[src/rss_pkg.sv]
// ----------------------------------------------------------------------------
// rss_pkg
// Shared widths and codes for the random sample set.
// ----------------------------------------------------------------------------
package rss_pkg;

  localparam int DATA_W   = 32;
  localparam int CAPACITY = 64;
  localparam int ADDR_W   = $clog2(CAPACITY);
  localparam int CNT_W    = $clog2(CAPACITY + 1);
  localparam int ITER_W   = $clog2(DATA_W);

  localparam logic [1:0] OP_INSERT = 2'd0;
  localparam logic [1:0] OP_REMOVE = 2'd1;
  localparam logic [1:0] OP_PICK   = 2'd2;

  localparam logic [1:0] ST_DONE  = 2'd0;
  localparam logic [1:0] ST_MISS  = 2'd1;
  localparam logic [1:0] ST_EMPTY = 2'd2;
  localparam logic [1:0] ST_FULL  = 2'd3;

endpackage

[src/rss_ram.sv]
// ----------------------------------------------------------------------------
// rss_ram
// Generic single write, single read RAM with registered read data.
// ----------------------------------------------------------------------------
module rss_ram #(
  parameter int WIDTH = 32,
  parameter int DEPTH = 64
) (
  input  logic                     clk,
  input  logic                     we,
  input  logic [$clog2(DEPTH)-1:0] waddr,
  input  logic [WIDTH-1:0]         wdata,
  input  logic [$clog2(DEPTH)-1:0] raddr,
  output logic [WIDTH-1:0]         rdata
);

  logic [WIDTH-1:0] mem [DEPTH];

  always_ff @(posedge clk) begin
    if (we) begin
      mem[waddr] <= wdata;
    end
    rdata <= mem[raddr];
  end

endmodule

[src/rss_mod.sv]
// ----------------------------------------------------------------------------
// rss_mod
// Bit-serial remainder unit: one dividend bit per cycle.
// ----------------------------------------------------------------------------
module rss_mod
  import rss_pkg::*;
(
  input  logic              clk,
  input  logic              rst,
  input  logic              start,
  input  logic [DATA_W-1:0] dividend,
  input  logic [CNT_W-1:0]  divisor,
  output logic              done,
  output logic [CNT_W-1:0]  rem
);

  logic              running;
  logic [ITER_W-1:0] iter;
  logic [DATA_W-1:0] dvd;
  logic [CNT_W-1:0]  dvs;
  logic [CNT_W:0]    rem_sh;
  logic [CNT_W:0]    rem_sub;
  logic [CNT_W-1:0]  rem_next;

  // shift in the next dividend bit, subtract when it fits
  always_comb begin
    rem_sh  = {rem, dvd[DATA_W-1]};
    rem_sub = rem_sh - {1'b0, dvs};
    if (rem_sh >= {1'b0, dvs}) begin
      rem_next = rem_sub[CNT_W-1:0];
    end else begin
      rem_next = rem_sh[CNT_W-1:0];
    end
  end

  always_ff @(posedge clk) begin
    if (rst) begin
      running <= 1'b0;
      done    <= 1'b0;
      iter    <= '0;
    end else begin
      done <= 1'b0;
      if (start) begin
        running <= 1'b1;
        iter    <= '0;
      end else if (running) begin
        iter <= iter + 1'b1;
        if (iter == ITER_W'(DATA_W - 1)) begin
          running <= 1'b0;
          done    <= 1'b1;
        end
      end
    end
  end

  always_ff @(posedge clk) begin
    if (start) begin
      dvd <= dividend;
      dvs <= divisor;
      rem <= '0;
    end else if (running) begin
      dvd <= {dvd[DATA_W-2:0], 1'b0};
      rem <= rem_next;
    end
  end

endmodule

[src/random_sample_set.sv]
// ----------------------------------------------------------------------------
// random_sample_set
// Set of distinct 32-bit values with insert, remove and random pick.
// ----------------------------------------------------------------------------
// One item is taken when start is high and busy is low; its single result
// appears for one cycle with done high and cannot be held off. Values sit
// densely in a 64-entry RAM, and membership is found by reading the entries
// through the one RAM read port, one per cycle, until the value is found or
// every member has been read. A remove whose value is not in the last entry
// then reads the last entry and moves it into the freed slot. A random pick
// runs the bit-serial remainder unit (32 steps) on random_word modulo the
// member count, then one RAM read at the remainder. Operation code 3 and a
// pick from an empty set answer in the cycle after acceptance. The RAM
// contents need no clearing after reset; the count and control state are reset.
module random_sample_set
  import rss_pkg::*;
(
  input  logic               clk,
  input  logic               rst,
  input  logic               start,
  output logic               busy,
  input  logic [1:0]         operation,
  input  logic signed [31:0] value,
  input  logic [31:0]        random_word,
  output logic               done,
  output logic [1:0]         status,
  output logic signed [31:0] picked_value
);

  localparam logic [2:0] S_IDLE    = 3'd0;
  localparam logic [2:0] S_SRCH    = 3'd1;
  localparam logic [2:0] S_RDLAST  = 3'd2;
  localparam logic [2:0] S_MOVE    = 3'd3;
  localparam logic [2:0] S_MOD     = 3'd4;
  localparam logic [2:0] S_PICK    = 3'd5;
  localparam logic [2:0] S_PICKOUT = 3'd6;

  logic [2:0]        state;
  logic [1:0]        cur_op;
  logic [DATA_W-1:0] cur_value;
  logic [CNT_W-1:0]  count;
  logic [CNT_W-1:0]  rd_idx;
  logic              pend_valid;
  logic [ADDR_W-1:0] pend_idx;
  logic [ADDR_W-1:0] slot;

  logic [CNT_W-1:0]  last;
  logic              full;
  logic              hit;
  logic              miss;
  logic              we;
  logic [ADDR_W-1:0] waddr;
  logic [DATA_W-1:0] wdata;
  logic [ADDR_W-1:0] raddr;
  logic [DATA_W-1:0] rdata;
  logic              mod_start;
  logic              mod_done;
  logic [CNT_W-1:0]  mod_rem;

  assign busy = (state != S_IDLE);
  assign last = count - 1'b1;
  assign full = (count == CNT_W'(CAPACITY));

  // rdata is the registered read of the address issued the cycle before, so a hit belongs to pend_idx
  assign hit  = pend_valid && (rdata == cur_value);
  assign miss = !pend_valid && (rd_idx == count);

  assign mod_start = start && !busy && (operation == OP_PICK) && (count != '0);

  always_comb begin
    we    = 1'b0;
    waddr = count[ADDR_W-1:0];
    wdata = cur_value;
    if (state == S_SRCH && !hit && miss && cur_op == OP_INSERT && !full) begin
      we = 1'b1;
    end else if (state == S_MOVE) begin
      we    = 1'b1;
      waddr = slot;
      wdata = rdata;
    end
  end

  always_comb begin
    case (state)
      S_RDLAST: raddr = last[ADDR_W-1:0];
      S_PICK:   raddr = mod_rem[ADDR_W-1:0];
      default:  raddr = rd_idx[ADDR_W-1:0];
    endcase
  end

  rss_ram #(
    .WIDTH (DATA_W),
    .DEPTH (CAPACITY)
  ) u_store (
    .clk   (clk),
    .we    (we),
    .waddr (waddr),
    .wdata (wdata),
    .raddr (raddr),
    .rdata (rdata)
  );

  rss_mod u_mod (
    .clk      (clk),
    .rst      (rst),
    .start    (mod_start),
    .dividend (random_word),
    .divisor  (count),
    .done     (mod_done),
    .rem      (mod_rem)
  );

  always_ff @(posedge clk) begin
    if (rst) begin
      state      <= S_IDLE;
      count      <= '0;
      done       <= 1'b0;
      pend_valid <= 1'b0;
    end else begin
      done <= 1'b0;
      case (state)
        S_IDLE: begin
          if (start) begin
            cur_op     <= operation;
            cur_value  <= value;
            rd_idx     <= '0;
            pend_valid <= 1'b0;
            case (operation)
              OP_INSERT, OP_REMOVE: begin
                state <= S_SRCH;
              end
              OP_PICK: begin
                if (count == '0) begin
                  done         <= 1'b1;
                  status       <= ST_EMPTY;
                  picked_value <= '1;
                end else begin
                  state <= S_MOD;
                end
              end
              default: begin
                done         <= 1'b1;
                status       <= ST_DONE;
                picked_value <= '0;
              end
            endcase
          end
        end
        S_SRCH: begin
          if (hit) begin
            pend_valid <= 1'b0;
            if (cur_op == OP_INSERT) begin
              done         <= 1'b1;
              status       <= ST_MISS;
              picked_value <= '0;
              state        <= S_IDLE;
            end else if (pend_idx == last[ADDR_W-1:0]) begin
              count        <= last;
              done         <= 1'b1;
              status       <= ST_DONE;
              picked_value <= '0;
              state        <= S_IDLE;
            end else begin
              slot  <= pend_idx;
              state <= S_RDLAST;
            end
          end else if (miss) begin
            done         <= 1'b1;
            picked_value <= '0;
            state        <= S_IDLE;
            if (cur_op == OP_INSERT) begin
              if (full) begin
                status <= ST_FULL;
              end else begin
                status <= ST_DONE;
                count  <= count + 1'b1;
              end
            end else begin
              status <= ST_MISS;
            end
          end else if (rd_idx < count) begin
            rd_idx     <= rd_idx + 1'b1;
            pend_valid <= 1'b1;
            pend_idx   <= rd_idx[ADDR_W-1:0];
          end else begin
            pend_valid <= 1'b0;
          end
        end
        S_RDLAST: begin
          state <= S_MOVE;
        end
        S_MOVE: begin
          count        <= last;
          done         <= 1'b1;
          status       <= ST_DONE;
          picked_value <= '0;
          state        <= S_IDLE;
        end
        S_MOD: begin
          if (mod_done) begin
            state <= S_PICK;
          end
        end
        S_PICK: begin
          state <= S_PICKOUT;
        end
        S_PICKOUT: begin
          done         <= 1'b1;
          status       <= ST_DONE;
          picked_value <= rdata;
          state        <= S_IDLE;
        end
        default: begin
          state <= S_IDLE;
        end
      endcase
    end
  end

endmodule
[config.mk]
export PLATFORM = sky130hd
export DESIGN_NAME = random_sample_set
export DESIGN_NICKNAME = d
export VERILOG_FILES = /design/src/rss_pkg.sv /design/src/rss_ram.sv /design/src/rss_mod.sv /design/src/random_sample_set.sv
export SDC_FILE = /design/constraint.sdc
export NUM_CORES = 2
export LEC_CHECK = 0
export BUFFER_PORTS_ARGS = -buffer_cell sky130_fd_sc_hd__buf_4
export CAP_MARGIN = 40
export CORE_MARGIN = 8
export CORE_UTILIZATION = 50
export DETAILED_ROUTE_END_ITERATION = 12
export PLACE_DENSITY = 0.74
export SLEW_MARGIN = 20
export SYNTH_ARGS = -nofsm -noshare
export SYNTH_HDL_FRONTEND = slang
export SYNTH_SLANG_ARGS = --single-unit
[constraint.sdc]
create_clock -name clk -period 6.62 [get_ports clk]
set_input_delay 1.324 -clock clk [delete_from_list [all_inputs] [get_ports clk]]
set_output_delay 1.324 -clock clk [all_outputs]
set_load 0.03 [all_outputs]
; ---- After elaboration in Yosys (flattened, before gate mapping)
; Memory sizes are Yosys's and may differ from the RTL's. A register that Yosys moved wholly into a read port is not among the register bits.
; Index checks and enable logic that the tools add are counted.
[op_classes]
n_addsub = 5
n_lt_le_gt_ge = 2
eq_ne = 29
muxes = 68
n_bitwise = 6
n_reduce_logical = 37
[ops]
columns = op, n
row1 = two-way mux 32 bit, 10
row2 = one-hot mux 32 bit (4 select lines), 1
row3 = two-way mux 7 bit, 11
row4 = one-hot mux 32 bit (2 select lines), 1
row5 = equality test 32 bit, 1
row6 = one-hot mux 7 bit (2 select lines), 2
row7 = two-way mux 2 bit, 10
row8 = two-way mux 1 bit, 18
row9 = inequality test 3 bit (second input constant), 6
row10 = two-way mux 3 bit, 5
row11 = one-hot mux 3 bit (5 select lines), 1
row12 = AND reduction 5 bit, 3
row13 = adder 7 x 1 -> 7 bit (second input constant), 2
row14 = AND reduction 7 bit, 2
row15 = two-way mux 6 bit, 2
row16 = one-hot mux 6 bit (2 select lines), 1
row17 = AND reduction 6 bit, 2
row18 = equality test 3 bit (second input constant), 3
row19 = logical AND 1 bit, 9
row20 = inequality test 3 x 2 -> 1 bit (second input constant), 3
row21 = greater-or-equal comparator 8 x 7 -> 1 bit, 1
row22 = inequality test 2 bit (second input constant), 4
row23 = equality test 7 bit, 1
row24 = equality test 7 bit (second input constant), 1
row25 = other kinds (29), 47
[totals]
ff_bits = 152
ramBits = 2048
out_inout_bits = 36
memories = 1
[mem_list]
columns = name, words, word_bits, rd, rd_clocked_by_memory_dff, wr, line
row1 = u_store.mem, 64, 32, 1, 1, 1, rss_ram.sv:17  ; logic [WIDTH-1:0] mem [DEPTH];

; ---- Depth between registers and ports, before layout
[depth]
word_depth = 10
mapped_depth = 15
ltp_nobuf = 11

; ---- Modules after synthesis
; From an unflattened synthesis, not the netlist that was laid out.
[hier_totals]
hier_cells = 4189
hier_area_um2 = 86883.3
[by_module_without_submodules]
columns = mod, n_inst, cells_each, area_per_inst_um2
row1 = rss_ram, 1, 3511, 79039.6
row2 = random_sample_set, 1, 475, 5210.0
row3 = rss_mod, 1, 203, 2633.8

; ---- Worst setup path before layout
; OpenSTA, ideal clock, no wires.
[synth_path]
kind = register -> register
start = register count[0]
end = register picked_value[0] (enable)
t_arrival_ns = 4.916
setup_slack_ns = 1.203
stages_incl_launch_ff = 11
n_path_buf = 1
path_cell_list = dfxtp_1 > buf_2 > inv_1 > ha_1 > nor3b_1 > xnor2_1 > xor2_1 > nand4_1 > nand4_1 > inv_1 > nor4_1
[synth_via]
elab_chain_cells = 4
word_cells_on_any_way = 9
classes_between = add/sub: 1 / eq/ne: 5 / reduce/logical: 3
[synth_lines]
columns = item, line
row1 = "start, declared", random_sample_set.sv:41  ; logic [CNT_W-1:0] count;
row2 = "start signal, assigned", random_sample_set.sv:158  ; count <= last;
row3 = "start signal, assigned", random_sample_set.sv:176  ; count <= count + 1'b1;
row4 = "start signal, assigned", random_sample_set.sv:193  ; count <= last;
row5 = subtractor 7 x 1 -> 7 bit or equality test 7 bit (tied branches), "random_sample_set.sv:61, random_sample_set.sv:66"
row6 = equality test 6 bit or logical AND 1 bit (tied branches), "random_sample_set.sv:157, random_sample_set.sv:66"
row7 = inequality test 4 x 2 -> 1 bit (no source line) or inequality test 3 bit (tied branches), n/a
row8 = AND reduction 7 bit (no source line) *, n/a
row9 = "end signal, assigned", random_sample_set.sv:210  ; picked_value <= rdata;
row10 = "end, declared", random_sample_set.sv:27  ; output logic signed [31:0] picked_value
; Every way passes the cells marked *; elsewhere a longest branch is shown, timed or not.
; A chain may end at the register's enable or synchronous reset.

; ---- Final worst setup path
[layout_path]
start = register count[0]
end = register u_store.rdata[12] (read register of u_store.mem)
[layout_via]
elab_chain_cells = 2
[layout_lines]
columns = item, line
row1 = subtractor 7 x 1 -> 7 bit, random_sample_set.sv:61  ; assign last = count - 1'b1;
row2 = one-hot mux 6 bit (2 select lines), random_sample_set.sv:84  ; case (state)
row3 = "end, declared", rss_ram.sv:14  ; output logic [WIDTH-1:0] rdata
; No other way between the ends.

==> reports/results.txt <==
Starting Density -> 0.502
EDFF count, synth -> 2174
skew final -> 0.0763 ns
Syn Std Cell Area -> 88000 um2
Synth area leader -> edfxtp_1
Required @ worst endpoint -> 7.30 ns
Initial DRC Count -> 9226
register area share after synthesis -> 0.755
Setup-failing EPs final -> 0
initial antenna violation count -> 9
slew at the pin with the worst max-slew slack -> 1.25 ns
max cap viols -> 0
Pwr per Cell Area -> 310 nW/um2
Die ar. -> 190000 um2
die height -> 436 um
DR WL/cell -> 29.8 um
synth top area cells -> edfxtp_1 74%, nand2_1 5.7%, mux2i_1 3.6%
Die W -> 436 um
critical path cell sequence -> inv_1 > ha_1 > inv_1 > a222oi_1 > buf_4 > nand2_4 > buf_12 > nor2_2 > buf_4 > a32oi_1 > a31oi_1 > nand4_1
asr flop ratio synth -> 0
Worst EP arrival -> 6.28 ns
HP Class -> flip-flop to flip-flop
Netlist cell types -> 62
DRC viols -> 0
Mapped Nets -> 5995
post-synth top area share -> 0.742
Slowest-stage cell, CP -> a31oi_1
syn avg cell area -> 14.9 um2
Crit Path Category -> flip-flop to flip-flop
IO Pins -> 105
Skew-Pair Late Insertion Delay -> 0.87 ns
crit path launch -> count[0]
Worst Path Buf+Inv -> 5
commonest non-fill, non-tap cell in the layout -> edfxtp_1
RSZ-0062 raised after global routing -> no
All-Layer GR Usage -> 0.260
yosys warns -> 0
post-route ant nets -> 0
area growth from synthesis to layout -> 14.3%
vias in the first global route -> 52791
via count -> 55132
CP top delay family -> buffers and inverters
CTS Buf Count -> 214
WHS -> 0.467 ns
first-pass GRT wire length -> 367 mm
IO Port Bufs -> 104
DR pass1 iterations -> 6
Post-CTS Hold Buffers -> 0
Worst Hold Depth -> 0
H-tree Lvls -> 4
Final Max Slew Viols -> 0
Clock Path Buffers -> 3
max incr delay on CP -> 0.73 ns
Worst Setup End Kind -> flip-flop
Via density -> 6.41
endpoints failing hold -> 0
Core Area -> 176000 um2
CTS tree -> yes
FP Rows -> 154
post-synthesis register bit count -> 2232
Clock Tree Root -> clkbuf_16
Max FO, Critical Path -> 192
TritonCTS Sinks -> 2232
Final Routed Wirelength -> 256 mm
reg-to-reg slack, setup -> 1.03 ns
Post-synth top flop -> edfxtp_1
Syn Inst Count -> 5906
maximum clock frequency -> 0.179 GHz
worst reg2reg path endpoint -> u_store.rdata[12]
Routability Congestion -> 0.917
minimum clock period -> 5.59 ns
postcts setup bufs -> 0
ratio of cells with drive above 1 in the final layout -> 0.141
Net count, final -> 6166
worst reg2reg startpoint -> count[0]
Reg clk slew, reported paths -> 0.06 ns
Overflow after GRT -> 0
max_slew headroom -> 0.170
peak supply drop -> 0.270 mV
Worst Setup Start Kind -> flip-flop
period utilization -> 0.845
Hold Crit Start -> pend_idx[4]
setup_tns -> 0 ns
worst r2r path cells -> 12
Worst Hold End -> slot[4]
commonest cells after routing, fill and taps aside -> 2174 x edfxtp_1, 1309 x nand2_1, 321 x mux2i_1
LEAKAGE -> 0.0341 uW
status -> completed
CTS resizes -> 0
largest net degree at the start of global routing -> 193
DP HPWL -> 153 mm
[synthesized netlist by cell type (all sizes together), types with 42 or more instances]
cell,instances
edfxtp,2174
nand2,1342
mux2i,321
clkbuf,253
a32oi,158
nor2,157
and3,156
mux2,130
buf,123
nand3,98
a31oi,95
a32o,93
nor3,73
a311oi,68
o22ai,64
a221oi,60
dfxtp,58
a21oi,54
nand4,42
[registers in the layout (all words and copies together) (netlist names)]
name,count
count,7
cur_op,2
cur_value,32
done,1
pend_idx,6
pend_valid,1
picked_value,32
rd_idx,7
slot,6
state,3
status,2
u_mod.done,1
u_mod.dvd,32
u_mod.dvs,7
u_mod.iter,5
u_mod.rem,7
u_mod.running,1
u_store.mem,2048
u_store.rdata,32
[power breakdown]
part	switching, uW	internal (uW)	total, uW
Clock	5290	6740	12000
Combinational	2290	1020	3310
Sequential	278	15600	15900
[final cells by class]
class                   count  area [um2]
diodes                      6        15.0
repair buffers            331        3580
flip-flops and latches   2232       66400
inverters                  28         105
clock inverters           108        1060
multi-input cells        3270       20600
well taps                2340        2930
fillers                 12907       74900
clock buffers             292        5870
[kinds of logic (layout without fill, tap and decap cells)]
logic type                 after synthesis  in the layout  synth area share
DFF                                   2232           2232             0.755
xor gates and xnor gates                54             54           0.00553
and+or+nand+nor                       1961           1961            0.0948
AOI/OAI and AO/OA                      784            784            0.0699
adders and majority gates               20             20           0.00293
buffers and inverters                  404            759            0.0190
muxes                                  451            451            0.0531
other                                    0              6                 0
[per-stage QoR]
stage               instance area (um2)  power, uW  instances   util  worst slack, ns
global route                     101000      32000       8601  0.573             1.17
CTS                              100000      31200       8581  0.571             1.43
global placement                  92300      19300       8131  0.526             1.41
finish                           101000      31200       8607  0.573             1.03
detailed placement                93400      19400       8181  0.532             1.50
floorplan                         88000      18000       5906      -             1.20
[worst max path at each step]
stage                        end  slack (ns)  cells after the start
5_1_grt        u_store.rdata[14]        1.17                     12
6_report       u_store.rdata[12]        1.03                     12
3_5_place_dp   u_store.rdata[12]        1.50                     12
4_1_cts         u_store.rdata[9]        1.43                     12
2_1_floorplan    picked_value[0]        1.20                     10
3_3_place_gp   u_store.rdata[31]        1.41                     12
[worst reg2reg max path: stages, from the launching register on]
cell and delay, ns:
dfxtp_1 0.58, inv_1 0.21, ha_1 0.37, inv_1 0.08
a222oi_1 0.54, buf_4 0.51, nand2_4 0.34, buf_12 0.37
nor2_2 0.70, buf_4 0.51, a32oi_1 0.23, a31oi_1 0.73
nand4_1 0.25
[layer usage]
layer,part of all wire,track usage
met1,0.36,0.345
met2,0.44,0.388
met3,0.13,0.0677
met4,0.068,0.153
met5,0.000051,0
(Power assumes the default switching activity.)
